**src/rtl/sgtr_pkg.sv**
```systemverilog
// sgtr_pkg: shared constants, types and font functions of the glyph text renderer
// no dependencies; used by the channel interfaces and every rtl module
package sgtr_pkg;

  localparam int MAX_GLYPHS_DEF = 64;
  localparam int MAX_SCALE_DEF  = 8;

  localparam int CW    = 5;
  localparam int CH    = 7;
  localparam int GAP   = 1;
  localparam int PITCH = CW + GAP;

  localparam int CMD_W     = 2;
  localparam int CHAR_W    = 8;
  localparam int PX_W      = 12;
  localparam int PY_W      = 6;
  localparam int COLOR_W   = 8;
  localparam int CFG_W     = 24;
  localparam int CFG_IDX_W = 2;
  localparam int SCALE_W   = 4;
  localparam int IW_W      = 12;
  localparam int IH_W      = 6;
  localparam int GLYPH_W   = 4;
  localparam int ROW_W     = 3;
  localparam int COL_IDX_W = 3;

  localparam logic [COLOR_W-1:0] ALPHA_ON = 8'hFF;

  localparam logic [CMD_W-1:0] CMD_CLEAR  = 2'd0;
  localparam logic [CMD_W-1:0] CMD_APPEND = 2'd1;
  localparam logic [CMD_W-1:0] CMD_READ   = 2'd2;

  localparam logic [CFG_IDX_W-1:0] CFG_FORE  = 2'd0;
  localparam logic [CFG_IDX_W-1:0] CFG_BACK  = 2'd1;
  localparam logic [CFG_IDX_W-1:0] CFG_SCALE = 2'd2;

  localparam logic [CFG_W-1:0]   FORE_RESET  = 24'hFFFFFF;
  localparam logic [CFG_W-1:0]   BACK_RESET  = 24'h000000;
  localparam logic [SCALE_W-1:0] SCALE_RESET = 4'd1;

  localparam logic [CHAR_W-1:0]  DIGIT_FIRST = 8'h30;
  localparam logic [CHAR_W-1:0]  DIGIT_LAST  = 8'h39;
  localparam logic [CHAR_W-1:0]  CROSS_CHAR  = 8'h78;
  localparam logic [GLYPH_W-1:0] CROSS_CODE  = 4'd10;

  typedef enum logic {ST_IDLE, ST_EXEC} state_t;

  typedef struct packed {
    logic [PX_W-1:0] gx;
    logic [PY_W-1:0] gy;
    logic [PX_W-1:0] idx;
  } coord_t;

  // valid flag on top, font index below
  function automatic logic [GLYPH_W:0] char_lookup(input logic [CHAR_W-1:0] c);
    logic [GLYPH_W:0] res;
    res = '0;
    if (c >= DIGIT_FIRST && c <= DIGIT_LAST) begin
      res = {1'b1, GLYPH_W'(c - DIGIT_FIRST)};
    end else if (c == CROSS_CHAR) begin
      res = {1'b1, CROSS_CODE};
    end
    return res;
  endfunction

  // one font row, bit 4 is the leftmost column
  function automatic logic [CW-1:0] font_row(input logic [GLYPH_W-1:0] code,
                                             input logic [ROW_W-1:0] row);
    logic [CH*CW-1:0] bits;
    logic [ROW_W-1:0] ri;
    ri = ROW_W'(CH - 1) - row;
    case (code)
      4'd0:    bits = {5'h0E, 5'h11, 5'h13, 5'h15, 5'h19, 5'h11, 5'h0E};
      4'd1:    bits = {5'h04, 5'h0C, 5'h04, 5'h04, 5'h04, 5'h04, 5'h0E};
      4'd2:    bits = {5'h0E, 5'h11, 5'h01, 5'h02, 5'h04, 5'h08, 5'h1F};
      4'd3:    bits = {5'h1F, 5'h02, 5'h04, 5'h02, 5'h01, 5'h11, 5'h0E};
      4'd4:    bits = {5'h02, 5'h06, 5'h0A, 5'h12, 5'h1F, 5'h02, 5'h02};
      4'd5:    bits = {5'h1F, 5'h10, 5'h1E, 5'h01, 5'h01, 5'h11, 5'h0E};
      4'd6:    bits = {5'h06, 5'h08, 5'h10, 5'h1E, 5'h11, 5'h11, 5'h0E};
      4'd7:    bits = {5'h1F, 5'h01, 5'h02, 5'h04, 5'h08, 5'h08, 5'h08};
      4'd8:    bits = {5'h0E, 5'h11, 5'h11, 5'h0E, 5'h11, 5'h11, 5'h0E};
      4'd9:    bits = {5'h0E, 5'h11, 5'h11, 5'h0F, 5'h01, 5'h02, 5'h0C};
      4'd10:   bits = {5'h00, 5'h11, 5'h0A, 5'h04, 5'h0A, 5'h11, 5'h00};
      default: bits = '0;
    endcase
    return (row < ROW_W'(CH)) ? bits[ri*CW +: CW] : '0;
  endfunction

endpackage

```
**src/rtl/sgtr_if.sv**
```systemverilog
// sgtr_in_if / sgtr_out_if: valid-ready channels carrying command and result items
// depends on sgtr_pkg for field widths
interface sgtr_in_if;
  import sgtr_pkg::*;
  logic              valid;
  logic              ready;
  logic [CMD_W-1:0]  cmd;
  logic [CHAR_W-1:0] char_code;
  logic [PX_W-1:0]   pixel_x;
  logic [PY_W-1:0]   pixel_y;

  modport source (output valid, cmd, char_code, pixel_x, pixel_y, input ready);
  modport sink (input valid, cmd, char_code, pixel_x, pixel_y, output ready);
endinterface

interface sgtr_out_if;
  import sgtr_pkg::*;
  logic               valid;
  logic               ready;
  logic [COLOR_W-1:0] red;
  logic [COLOR_W-1:0] green;
  logic [COLOR_W-1:0] blue;
  logic [COLOR_W-1:0] alpha;
  logic               inside_res;
  logic               accepted;
  logic [IW_W-1:0]    image_width;
  logic [IH_W-1:0]    image_height;

  modport source (output valid, red, green, blue, alpha, inside_res, accepted,
                  image_width, image_height, input ready);
  modport sink (input valid, red, green, blue, alpha, inside_res, accepted,
                image_width, image_height, output ready);
endinterface

```
**src/rtl/sgtr_store.sv**
```systemverilog
// sgtr_store: glyph string memory, one write and one registered read port
// depends on sgtr_pkg
module sgtr_store #(
  parameter int MAX_GLYPHS = sgtr_pkg::MAX_GLYPHS_DEF,
  localparam int AW = (MAX_GLYPHS > 1) ? $clog2(MAX_GLYPHS) : 1
) (
  input  logic                        clk,
  input  logic                        we,
  input  logic [AW-1:0]               waddr,
  input  logic [sgtr_pkg::GLYPH_W-1:0] wdata,
  input  logic                        re,
  input  logic [AW-1:0]               raddr,
  output logic [sgtr_pkg::GLYPH_W-1:0] rdata
);
  import sgtr_pkg::*;

  logic [GLYPH_W-1:0] mem_r [MAX_GLYPHS];
  logic [GLYPH_W-1:0] rdata_r;

  always_ff @(posedge clk) begin
    if (we) begin
      mem_r[waddr] <= wdata;
    end
  end

  always_ff @(posedge clk) begin
    if (re) begin
      rdata_r <= mem_r[raddr];
    end
  end

  assign rdata = rdata_r;

endmodule

```
**src/rtl/sgtr_coord.sv**
```systemverilog
// sgtr_coord: maps a pixel coordinate to glyph index and unscaled position
// divides by scale and by glyph pitch times scale with reciprocal tables; depends on sgtr_pkg
module sgtr_coord #(
  parameter int MAX_SCALE = sgtr_pkg::MAX_SCALE_DEF,
  localparam int SC_W = $clog2(MAX_SCALE + 1)
) (
  input  logic [SC_W-1:0]           scale,
  input  logic [sgtr_pkg::PX_W-1:0] pixel_x,
  input  logic [sgtr_pkg::PY_W-1:0] pixel_y,
  output sgtr_pkg::coord_t          coord
);
  import sgtr_pkg::*;

  localparam int KS   = PX_W + $clog2(MAX_SCALE);
  localparam int KP   = PX_W + $clog2(PITCH * MAX_SCALE);
  localparam int RS_W = KS + 1;
  localparam int RP_W = KP + 1;
  localparam int XS_W = PX_W + RS_W;
  localparam int YS_W = PY_W + RS_W;
  localparam int XP_W = PX_W + RP_W;

  logic [RS_W-1:0] rs_tab [1:MAX_SCALE];
  logic [RP_W-1:0] rp_tab [1:MAX_SCALE];
  logic [RS_W-1:0] rs;
  logic [RP_W-1:0] rp;
  logic [XS_W-1:0] x_prod;
  logic [YS_W-1:0] y_prod;
  logic [XP_W-1:0] i_prod;

  // rounded-up reciprocals, exact for every coordinate in range
  for (genvar i = 1; i <= MAX_SCALE; i++) begin : g_recip
    localparam longint RS = ((longint'(1) << KS) + i - 1) / i;
    localparam longint RP = ((longint'(1) << KP) + PITCH * i - 1) / (PITCH * i);
    assign rs_tab[i] = RS_W'(RS);
    assign rp_tab[i] = RP_W'(RP);
  end

  assign rs     = rs_tab[scale];
  assign rp     = rp_tab[scale];
  assign x_prod = XS_W'(pixel_x) * XS_W'(rs);
  assign y_prod = YS_W'(pixel_y) * YS_W'(rs);
  assign i_prod = XP_W'(pixel_x) * XP_W'(rp);

  assign coord.gx  = PX_W'(x_prod >> KS);
  assign coord.gy  = PY_W'(y_prod >> KS);
  assign coord.idx = PX_W'(i_prod >> KP);

endmodule

```
**src/rtl/scaled_glyph_text_renderer_unit.sv**
```systemverilog
// scaled_glyph_text_renderer_unit: text overlay generator with a 5x7 digit font
// depends on sgtr_pkg, sgtr_if, sgtr_store and sgtr_coord
//
// in_if carries command items: clear the string, append a character, read a pixel.
// out_if returns one result item per command: pixel colour, alpha, inside flag,
// accepted flag and the image width and height after the command.
// cfg_we/cfg_index/cfg_data write foreground colour, background colour and scale;
// writes are taken at any edge; the user must write only between items, as the block does not enforce it.
// An accepted item has its fields registered and its glyph memory read done at
// the accept edge, then its result is loaded into the output register; the unit
// takes no new item until then. The coordinate divides run in the accept cycle.
// in_if.ready is high while no item is in flight, even when a result is still
// waiting on out_if. A stalled receiver holds the result; the next item then
// waits in the execute state until the output register frees up.
// Reset empties the string and loads the register defaults. The glyph memory
// is not cleared; only entries below the glyph count ever affect a result.
module scaled_glyph_text_renderer_unit #(
  parameter int MAX_GLYPHS = sgtr_pkg::MAX_GLYPHS_DEF,
  parameter int MAX_SCALE  = sgtr_pkg::MAX_SCALE_DEF
) (
  input  logic                          clk,
  input  logic                          rst_n,
  sgtr_in_if.sink                       in_if,
  sgtr_out_if.source                    out_if,
  input  logic                          cfg_we,
  input  logic [sgtr_pkg::CFG_IDX_W-1:0] cfg_index,
  input  logic [sgtr_pkg::CFG_W-1:0]    cfg_data
);
  import sgtr_pkg::*;

  localparam int AW    = (MAX_GLYPHS > 1) ? $clog2(MAX_GLYPHS) : 1;
  localparam int CNT_W = $clog2(MAX_GLYPHS + 1);
  localparam int SC_W  = $clog2(MAX_SCALE + 1);
  localparam int NM_W  = $clog2(PITCH * MAX_GLYPHS + 1);
  localparam int W_W   = $clog2(PITCH * MAX_GLYPHS * MAX_SCALE + 1);
  localparam int WC_W  = (W_W > PX_W) ? W_W : PX_W;
  localparam int H_W   = $clog2(CH * MAX_SCALE + 1);
  localparam int HC_W  = (H_W > PY_W) ? H_W : PY_W;

  state_t state_r, state_nxt;

  logic [CFG_W-1:0]   fore_r, back_r;
  logic [SCALE_W-1:0] scale_r;
  logic [CNT_W-1:0]   count_r, count_nxt;
  logic [SC_W-1:0]    scale_eff;

  logic [NM_W-1:0]    cols_m1;
  logic [WC_W-1:0]    img_w;
  logic [HC_W-1:0]    img_h;
  logic               inside_now;

  logic               in_fire, in_ready, out_load;
  logic [GLYPH_W:0]   lk;
  logic               can_store;
  logic               acc_now;
  coord_t             coord;
  logic [GLYPH_W-1:0] glyph_rd;

  logic [CMD_W-1:0]   cmd_r;
  logic               acc_r, inside_r;
  logic [PX_W-1:0]    gx_r, idx_r;
  logic [PY_W-1:0]    gy_r;

  logic [COL_IDX_W-1:0] col;
  logic [CW-1:0]        row_bits;
  logic                 pix_on;
  logic [CFG_W-1:0]     colour;

  logic               out_valid_r, out_valid_nxt;
  logic [COLOR_W-1:0] red_r, green_r, blue_r, alpha_r;
  logic               inside_res_r, accepted_r;
  logic [IW_W-1:0]    iw_r;
  logic [IH_W-1:0]    ih_r;

  // configuration
  always_ff @(posedge clk) begin
    if (!rst_n) begin
      fore_r  <= FORE_RESET;
      back_r  <= BACK_RESET;
      scale_r <= SCALE_RESET;
    end else if (cfg_we) begin
      case (cfg_index)
        CFG_FORE:  fore_r  <= cfg_data;
        CFG_BACK:  back_r  <= cfg_data;
        CFG_SCALE: scale_r <= cfg_data[SCALE_W-1:0];
        default: ;
      endcase
    end
  end

  always_comb begin
    if (scale_r == '0) begin
      scale_eff = SC_W'(1);
    end else if ({1'b0, scale_r} > (SCALE_W + 1)'(MAX_SCALE)) begin
      scale_eff = SC_W'(MAX_SCALE);
    end else begin
      scale_eff = SC_W'(scale_r);
    end
  end

  // image size from the current glyph count
  assign cols_m1 = NM_W'(count_r) * NM_W'(PITCH) - NM_W'(1);
  assign img_w   = (count_r == '0) ? '0 : WC_W'(cols_m1) * WC_W'(scale_eff);
  assign img_h   = (count_r == '0) ? '0 : HC_W'(CH) * HC_W'(scale_eff);
  assign inside_now = (WC_W'(in_if.pixel_x) < img_w) && (HC_W'(in_if.pixel_y) < img_h);

  // control
  always_ff @(posedge clk) begin
    if (!rst_n) begin
      state_r <= ST_IDLE;
    end else begin
      state_r <= state_nxt;
    end
  end

  always_comb begin
    state_nxt = state_r;
    in_ready  = 1'b0;
    out_load  = 1'b0;
    case (state_r)
      ST_IDLE: begin
        in_ready = 1'b1;
        if (in_if.valid) begin
          state_nxt = ST_EXEC;
        end
      end
      ST_EXEC: begin
        if (!out_valid_r || out_if.ready) begin
          out_load  = 1'b1;
          state_nxt = ST_IDLE;
        end
      end
      default: state_nxt = ST_IDLE;
    endcase
  end

  assign in_if.ready = in_ready;
  assign in_fire     = in_if.valid && in_ready;

  assign lk        = char_lookup(in_if.char_code);
  assign can_store = lk[GLYPH_W] && (count_r < CNT_W'(MAX_GLYPHS));

  always_comb begin
    count_nxt = count_r;
    acc_now   = 1'b0;
    case (in_if.cmd)
      CMD_CLEAR: begin
        acc_now = 1'b1;
        if (in_fire) begin
          count_nxt = '0;
        end
      end
      CMD_APPEND: begin
        acc_now = can_store;
        if (in_fire && can_store) begin
          count_nxt = count_r + CNT_W'(1);
        end
      end
      CMD_READ: acc_now = 1'b1;
      default: ;
    endcase
  end

  always_ff @(posedge clk) begin
    if (!rst_n) begin
      count_r <= '0;
    end else begin
      count_r <= count_nxt;
    end
  end

  sgtr_coord #(
    .MAX_SCALE (MAX_SCALE)
  ) u_coord (
    .scale   (scale_eff),
    .pixel_x (in_if.pixel_x),
    .pixel_y (in_if.pixel_y),
    .coord   (coord)
  );

  sgtr_store #(
    .MAX_GLYPHS (MAX_GLYPHS)
  ) u_store (
    .clk   (clk),
    .we    (in_fire && in_if.cmd == CMD_APPEND && can_store),
    .waddr (count_r[AW-1:0]),
    .wdata (lk[GLYPH_W-1:0]),
    .re    (in_fire && in_if.cmd == CMD_READ),
    .raddr (coord.idx[AW-1:0]),
    .rdata (glyph_rd)
  );

  // item registers for the execute state
  always_ff @(posedge clk) begin
    if (in_fire) begin
      cmd_r    <= in_if.cmd;
      acc_r    <= acc_now;
      inside_r <= (in_if.cmd == CMD_READ) && inside_now;
      gx_r     <= coord.gx;
      gy_r     <= coord.gy;
      idx_r    <= coord.idx;
    end
  end

  // column inside the glyph pitch, the gap column is the last one
  assign col      = COL_IDX_W'(gx_r - ((idx_r << 2) + (idx_r << 1)));
  assign row_bits = font_row(glyph_rd, gy_r[ROW_W-1:0]);
  assign pix_on   = inside_r && (col < COL_IDX_W'(CW)) && (idx_r < PX_W'(count_r))
                    && (gy_r < PY_W'(CH)) && row_bits[COL_IDX_W'(CW - 1) - col];
  assign colour   = !inside_r ? '0 : (pix_on ? fore_r : back_r);

  // output register
  always_comb begin
    out_valid_nxt = out_valid_r;
    if (out_load) begin
      out_valid_nxt = 1'b1;
    end else if (out_if.ready) begin
      out_valid_nxt = 1'b0;
    end
  end

  always_ff @(posedge clk) begin
    if (!rst_n) begin
      out_valid_r <= 1'b0;
    end else begin
      out_valid_r <= out_valid_nxt;
    end
  end

  always_ff @(posedge clk) begin
    if (out_load) begin
      red_r        <= colour[COLOR_W-1:0];
      green_r      <= colour[2*COLOR_W-1:COLOR_W];
      blue_r       <= colour[3*COLOR_W-1:2*COLOR_W];
      alpha_r      <= inside_r ? ALPHA_ON : '0;
      inside_res_r <= inside_r && (cmd_r == CMD_READ);
      accepted_r   <= acc_r;
      iw_r         <= img_w[IW_W-1:0];
      ih_r         <= img_h[IH_W-1:0];
    end
  end

  assign out_if.valid        = out_valid_r;
  assign out_if.red          = red_r;
  assign out_if.green        = green_r;
  assign out_if.blue         = blue_r;
  assign out_if.alpha        = alpha_r;
  assign out_if.inside_res   = inside_res_r;
  assign out_if.accepted     = accepted_r;
  assign out_if.image_width  = iw_r;
  assign out_if.image_height = ih_r;

  // checks
  a_count_bound: assert property (@(posedge clk) disable iff (!rst_n)
    count_r <= CNT_W'(MAX_GLYPHS))
    else $error("glyph count above store depth");

  a_fire_exec: assert property (@(posedge clk) disable iff (!rst_n)
    in_fire |=> (state_r == ST_EXEC))
    else $error("accepted item not in flight");

  a_stall_hold: assert property (@(posedge clk) disable iff (!rst_n)
    (state_r == ST_EXEC && out_valid_r && !out_if.ready) |=> (state_r == ST_EXEC))
    else $error("item left execute while output stalled");

  a_inside_alpha: assert property (@(posedge clk) disable iff (!rst_n)
    (out_if.valid && out_if.inside_res) |-> (out_if.alpha == ALPHA_ON && out_if.accepted))
    else $error("inside pixel without full alpha or accept");

endmodule

```
**src/flat_wrapper.sv**
```systemverilog
// flat-port wrapper written by rule: the top's interface ports become plain ports
module scaled_glyph_text_renderer_unit_flat import sgtr_pkg::*;
#(
  parameter int MAX_GLYPHS = sgtr_pkg::MAX_GLYPHS_DEF,
  parameter int MAX_SCALE  = sgtr_pkg::MAX_SCALE_DEF
)
  (clk, rst_n, cfg_we, cfg_index, cfg_data, in_if_valid, in_if_cmd, in_if_char_code, in_if_pixel_x, in_if_pixel_y, in_if_ready, out_if_valid, out_if_red, out_if_green, out_if_blue, out_if_alpha, out_if_inside_res, out_if_accepted, out_if_image_width, out_if_image_height, out_if_ready);
  sgtr_in_if in_if_i ();
  sgtr_out_if out_if_i ();
  input  logic clk;
  input  logic rst_n;
  input  logic cfg_we;
  input  logic [sgtr_pkg::CFG_IDX_W-1:0] cfg_index;
  input  logic [sgtr_pkg::CFG_W-1:0] cfg_data;
  input wire logic [$bits(in_if_i.valid)-1:0] in_if_valid;
  input wire logic [$bits(in_if_i.cmd)-1:0] in_if_cmd;
  input wire logic [$bits(in_if_i.char_code)-1:0] in_if_char_code;
  input wire logic [$bits(in_if_i.pixel_x)-1:0] in_if_pixel_x;
  input wire logic [$bits(in_if_i.pixel_y)-1:0] in_if_pixel_y;
  output wire logic [$bits(in_if_i.ready)-1:0] in_if_ready;
  output wire logic [$bits(out_if_i.valid)-1:0] out_if_valid;
  output wire logic [$bits(out_if_i.red)-1:0] out_if_red;
  output wire logic [$bits(out_if_i.green)-1:0] out_if_green;
  output wire logic [$bits(out_if_i.blue)-1:0] out_if_blue;
  output wire logic [$bits(out_if_i.alpha)-1:0] out_if_alpha;
  output wire logic [$bits(out_if_i.inside_res)-1:0] out_if_inside_res;
  output wire logic [$bits(out_if_i.accepted)-1:0] out_if_accepted;
  output wire logic [$bits(out_if_i.image_width)-1:0] out_if_image_width;
  output wire logic [$bits(out_if_i.image_height)-1:0] out_if_image_height;
  input wire logic [$bits(out_if_i.ready)-1:0] out_if_ready;
  assign in_if_i.valid = in_if_valid;
  assign in_if_i.cmd = in_if_cmd;
  assign in_if_i.char_code = in_if_char_code;
  assign in_if_i.pixel_x = in_if_pixel_x;
  assign in_if_i.pixel_y = in_if_pixel_y;
  assign in_if_ready = in_if_i.ready;
  assign out_if_valid = out_if_i.valid;
  assign out_if_red = out_if_i.red;
  assign out_if_green = out_if_i.green;
  assign out_if_blue = out_if_i.blue;
  assign out_if_alpha = out_if_i.alpha;
  assign out_if_inside_res = out_if_i.inside_res;
  assign out_if_accepted = out_if_i.accepted;
  assign out_if_image_width = out_if_i.image_width;
  assign out_if_image_height = out_if_i.image_height;
  assign out_if_i.ready = out_if_ready;
  scaled_glyph_text_renderer_unit #(.MAX_GLYPHS(MAX_GLYPHS), .MAX_SCALE(MAX_SCALE)) u_core (.clk(clk), .rst_n(rst_n), .in_if(in_if_i), .out_if(out_if_i), .cfg_we(cfg_we), .cfg_index(cfg_index), .cfg_data(cfg_data));
endmodule
```
**config.mk**
```make
export PLATFORM = sky130hd
export DESIGN_NAME = scaled_glyph_text_renderer_unit_flat
export DESIGN_NICKNAME = d
export VERILOG_FILES = /design/src/rtl/sgtr_pkg.sv /design/src/rtl/sgtr_if.sv /design/src/rtl/sgtr_store.sv /design/src/rtl/sgtr_coord.sv /design/src/rtl/scaled_glyph_text_renderer_unit.sv /design/src/flat_wrapper.sv
export SDC_FILE = /design/constraint.sdc
export NUM_CORES = 1
export LEC_CHECK = 0
export ABC_AREA = 1
export BUFFER_PORTS_ARGS = -buffer_cell sky130_fd_sc_hd__buf_2
export CORE_MARGIN = 1
export CORE_UTILIZATION = 60
export CTS_CLUSTER_SIZE = 14
export DETAILED_ROUTE_END_ITERATION = 10
export GPL_TIMING_DRIVEN = 0
export MAX_ROUTING_LAYER = met4
export PLACE_DENSITY = 0.78
export SYNTH_ARGS = -nofsm -noshare
export SYNTH_HDL_FRONTEND = slang
export SYNTH_SLANG_ARGS = --single-unit
```
**constraint.sdc**
```tcl
create_clock -name clk -period 17.9 [get_ports clk]
set_input_delay 1.79 -clock clk [delete_from_list [all_inputs] [get_ports clk]]
set_output_delay 1.79 -clock clk [all_outputs]
set_load 0.05 [all_outputs]
```
==> metrics <==
crit end category flop; Avg Vias per Cell 5.658; Sinks on Clock Net 390; post-synthesis average cell area 8.857 um2; final core utilization 66.78%; CP max stage delay 0.80 ns; Core Box Area 51,510 um2; max-slew violations 0; sequential area share after synthesis 35.29%; drt drc 0; CTS Hold Bufs 0; CTS tree yes; via count roughly 25,000; # nets final 4,283; CP startpoint kind flop; Avg WL per Cell 20.40 um; met2 global-route usage 51.93%; worst path required time roughly 18 ns; most frequent cells after synthesis inv_1 (778), nand2_1 (653), nor2_1 (352), edfxtp_1 (329), nand3_1 (322); DRT Pass-1 Iters 8; HP Class reg2reg; Non-Filler Instances 4,424; CP max stage cell o21ai_1; Fin. Hold Viols 0; Cell Rows 83; Cells after Synth approximately 3,600; Synth area leader edfxtp_1; Post-CTS Resized 0; largest net degree at the start of global routing 40; Crit path arrival time 10.26 ns; RSZ-0062 raised after global routing false; final worst path period need 9.927 ns; most frequent cell after synthesis inv_1; RR Startpoint u_core.scale_r[0]; Worst-Margin Slew 1.033 ns; WP buf/inv 5; Most used DFF post-synth edfxtp_1; YS warnings 0; post-synth top area share 31.41%; post-synthesis cell area around 31,000 um2; library cells used by synthesis 55; status completed; Setup Skew 0.03263 ns; async set-reset flop share out of synthesis 0%; Final HPWL DP 69.57 mm; Max Cap Viol 0; layout cells sized above 1 7.772%; initial antenna violation count 0; Clock Path Buffers 3; Placement Cell Area 33,050 um2; Max FO, Critical Path 12; Post-synth EDFFs 329; dpl cells 4,348; die area 53,340 um2; die width ~230 um; first-pass GRT wire length 138.4 mm; DRT iter0 DRCs 3,051; htree depth 2; relative slew slack 30.70%; final period utilization 55.46%; diode count 0; Total Routing Usage GR 35.65%; fill cell count 4,296; CTS root buffer clkbuf_16; total global routing overflow 0; critical path startpoint u_core.scale_r[0]; Sum Neg Setup Slack 0 ns; Fmax 0.1007 GHz; vias in the first global route 24,530; flops & latches, synth 390; GRT Max-Usage Layer met2; met3 usage 9.264%; Setup Viol. Count Final 0; Worst-path clk slew 0.06 ns; Initial Util 61.06%; M1 GR Usage between 40% and 50%; hold_sp u_core.back_r[3]; post-synth net total 4,122; Routed WL 90.26 mm; area delta synth->final 9.361%; die extent in y 231.0 um; GP Congestion 1.014; CP delay by family, top adder cells; ranking of synthesized cells by area edfxtp_1 (31%), fa_1 (20%), inv_1 (9.3%), ha_1 (8.0%), nand2_1 (7.8%); postcts setup bufs 0; Setup CP Type reg2reg; I/O pin count ~110; Num CTS Buffers between 40 and 50; design area 34,400 um2; Post-DRT Antenna Nets 0; Port Buf Inserts 110; worst skew pair latency 0.61 ns
## routing by layer
| metal | vias up | part of all wire, % |
|---|---|---|
| li1 | 11410 | - |
| met1 | 11940 | 41 |
| met2 | 1468 | 43 |
| met3 | 215 | 13 |
| met4 | 0 | 3.1 |
| met5 | - | 0 |
## flip-flops by register name, indices dropped and copies added (netlist names), 3 cells and up
name	cells
u_core.back_r	24
u_core.count_r	7
u_core.fore_r	24
u_core.gx_r	3
u_core.gy_r	6
u_core.idx_r	12
u_core.out_if.blue	8
u_core.out_if.green	8
u_core.out_if.image_height	6
u_core.out_if.image_width	11
u_core.out_if.red	8
u_core.scale_r	4
u_core.u_store.mem_r	256
u_core.u_store.rdata	4
## cell usage in the layout (no fill, tap or decap), drive strengths merged, types with 25 or more instances in the layout
cell type  Yosys  routed
a21oi        102     102
buf           77     194
clkbuf        52     106
clkinv         8      26
dfxtp         61      61
edfxtp       329     329
fa           310     310
ha           202     202
inv          787     788
nand2        666     666
nand3        324     324
nor2         354     354
o21ai        100     100
xnor2         25      25
xor2          32      32
## worst register-to-register path, delay by kind of cell, from the launching register on
kind | cells | cell delay [ns]
adder cells (fa/ha/maj) | 7 | 3.25
AO/OA/AOI/OAI | 4 | 1.77
AND/OR/NAND/NOR | 14 | 2.88
flip-flops | 1 | 0.48
buffers and inverters | 5 | 1.31
## per-stage QoR
stage | setup WS [ns] | hold WS, ns
floorplan | 10.65 | 0.4003
global placement | 8.328 | 0.4323
detailed placement | 8.320 | 0.4365
CTS | 8.311 | 0.4459
global route | 7.632 | 0.4649
finish | 7.973 | 0.4453
## area by class of cell
type / count / area, um2 / share of cell area, %
inverter: 795 / 2984 / 8.676
tap: 680 / 850.8 / 2.474
sequential: 390 / 11100 / 32.27
timing repair buffer: 117 / 700.7 / 2.037
clock inverter: 22 / 227.7 / 0.6621
buffer: 129 / 684.4 / 1.990
multi-input combinational: 2237 / 16730 / 48.64
clock buffer: 54 / 1117 / 3.248
## worst paths after layout
kind | end | slack [ns] | cells after the start
worst min-delay path | u_core.back_r[3] | 0.45 | 2
worst min register to register | u_core.back_r[3] | 0.45 | 2
worst max register to register | u_core.u_store.rdata[3] | 7.97 | 30
worst max-delay path | u_core.u_store.rdata[3] | 7.97 | 30
## kinds of logic (layout without fill, tap and decap cells)
| logic type | after synthesis | count (layout) | synth area share [%] |
|---|---|---|---|
| and+or+nand+nor | 1398 | 1398 | 18.67 |
| buffers and inverters | 924 | 1117 | 11.66 |
| adders and majority gates | 512 | 512 | 27.77 |
| DFF | 390 | 390 | 35.29 |
| AOI/OAI and AO/OA | 270 | 270 | 4.865 |
| xor gates and xnor gates | 57 | 57 | 1.742 |
Power is not shown: default switching activity piles up to over one toggle a cycle in this logic, so the estimate is an artifact.
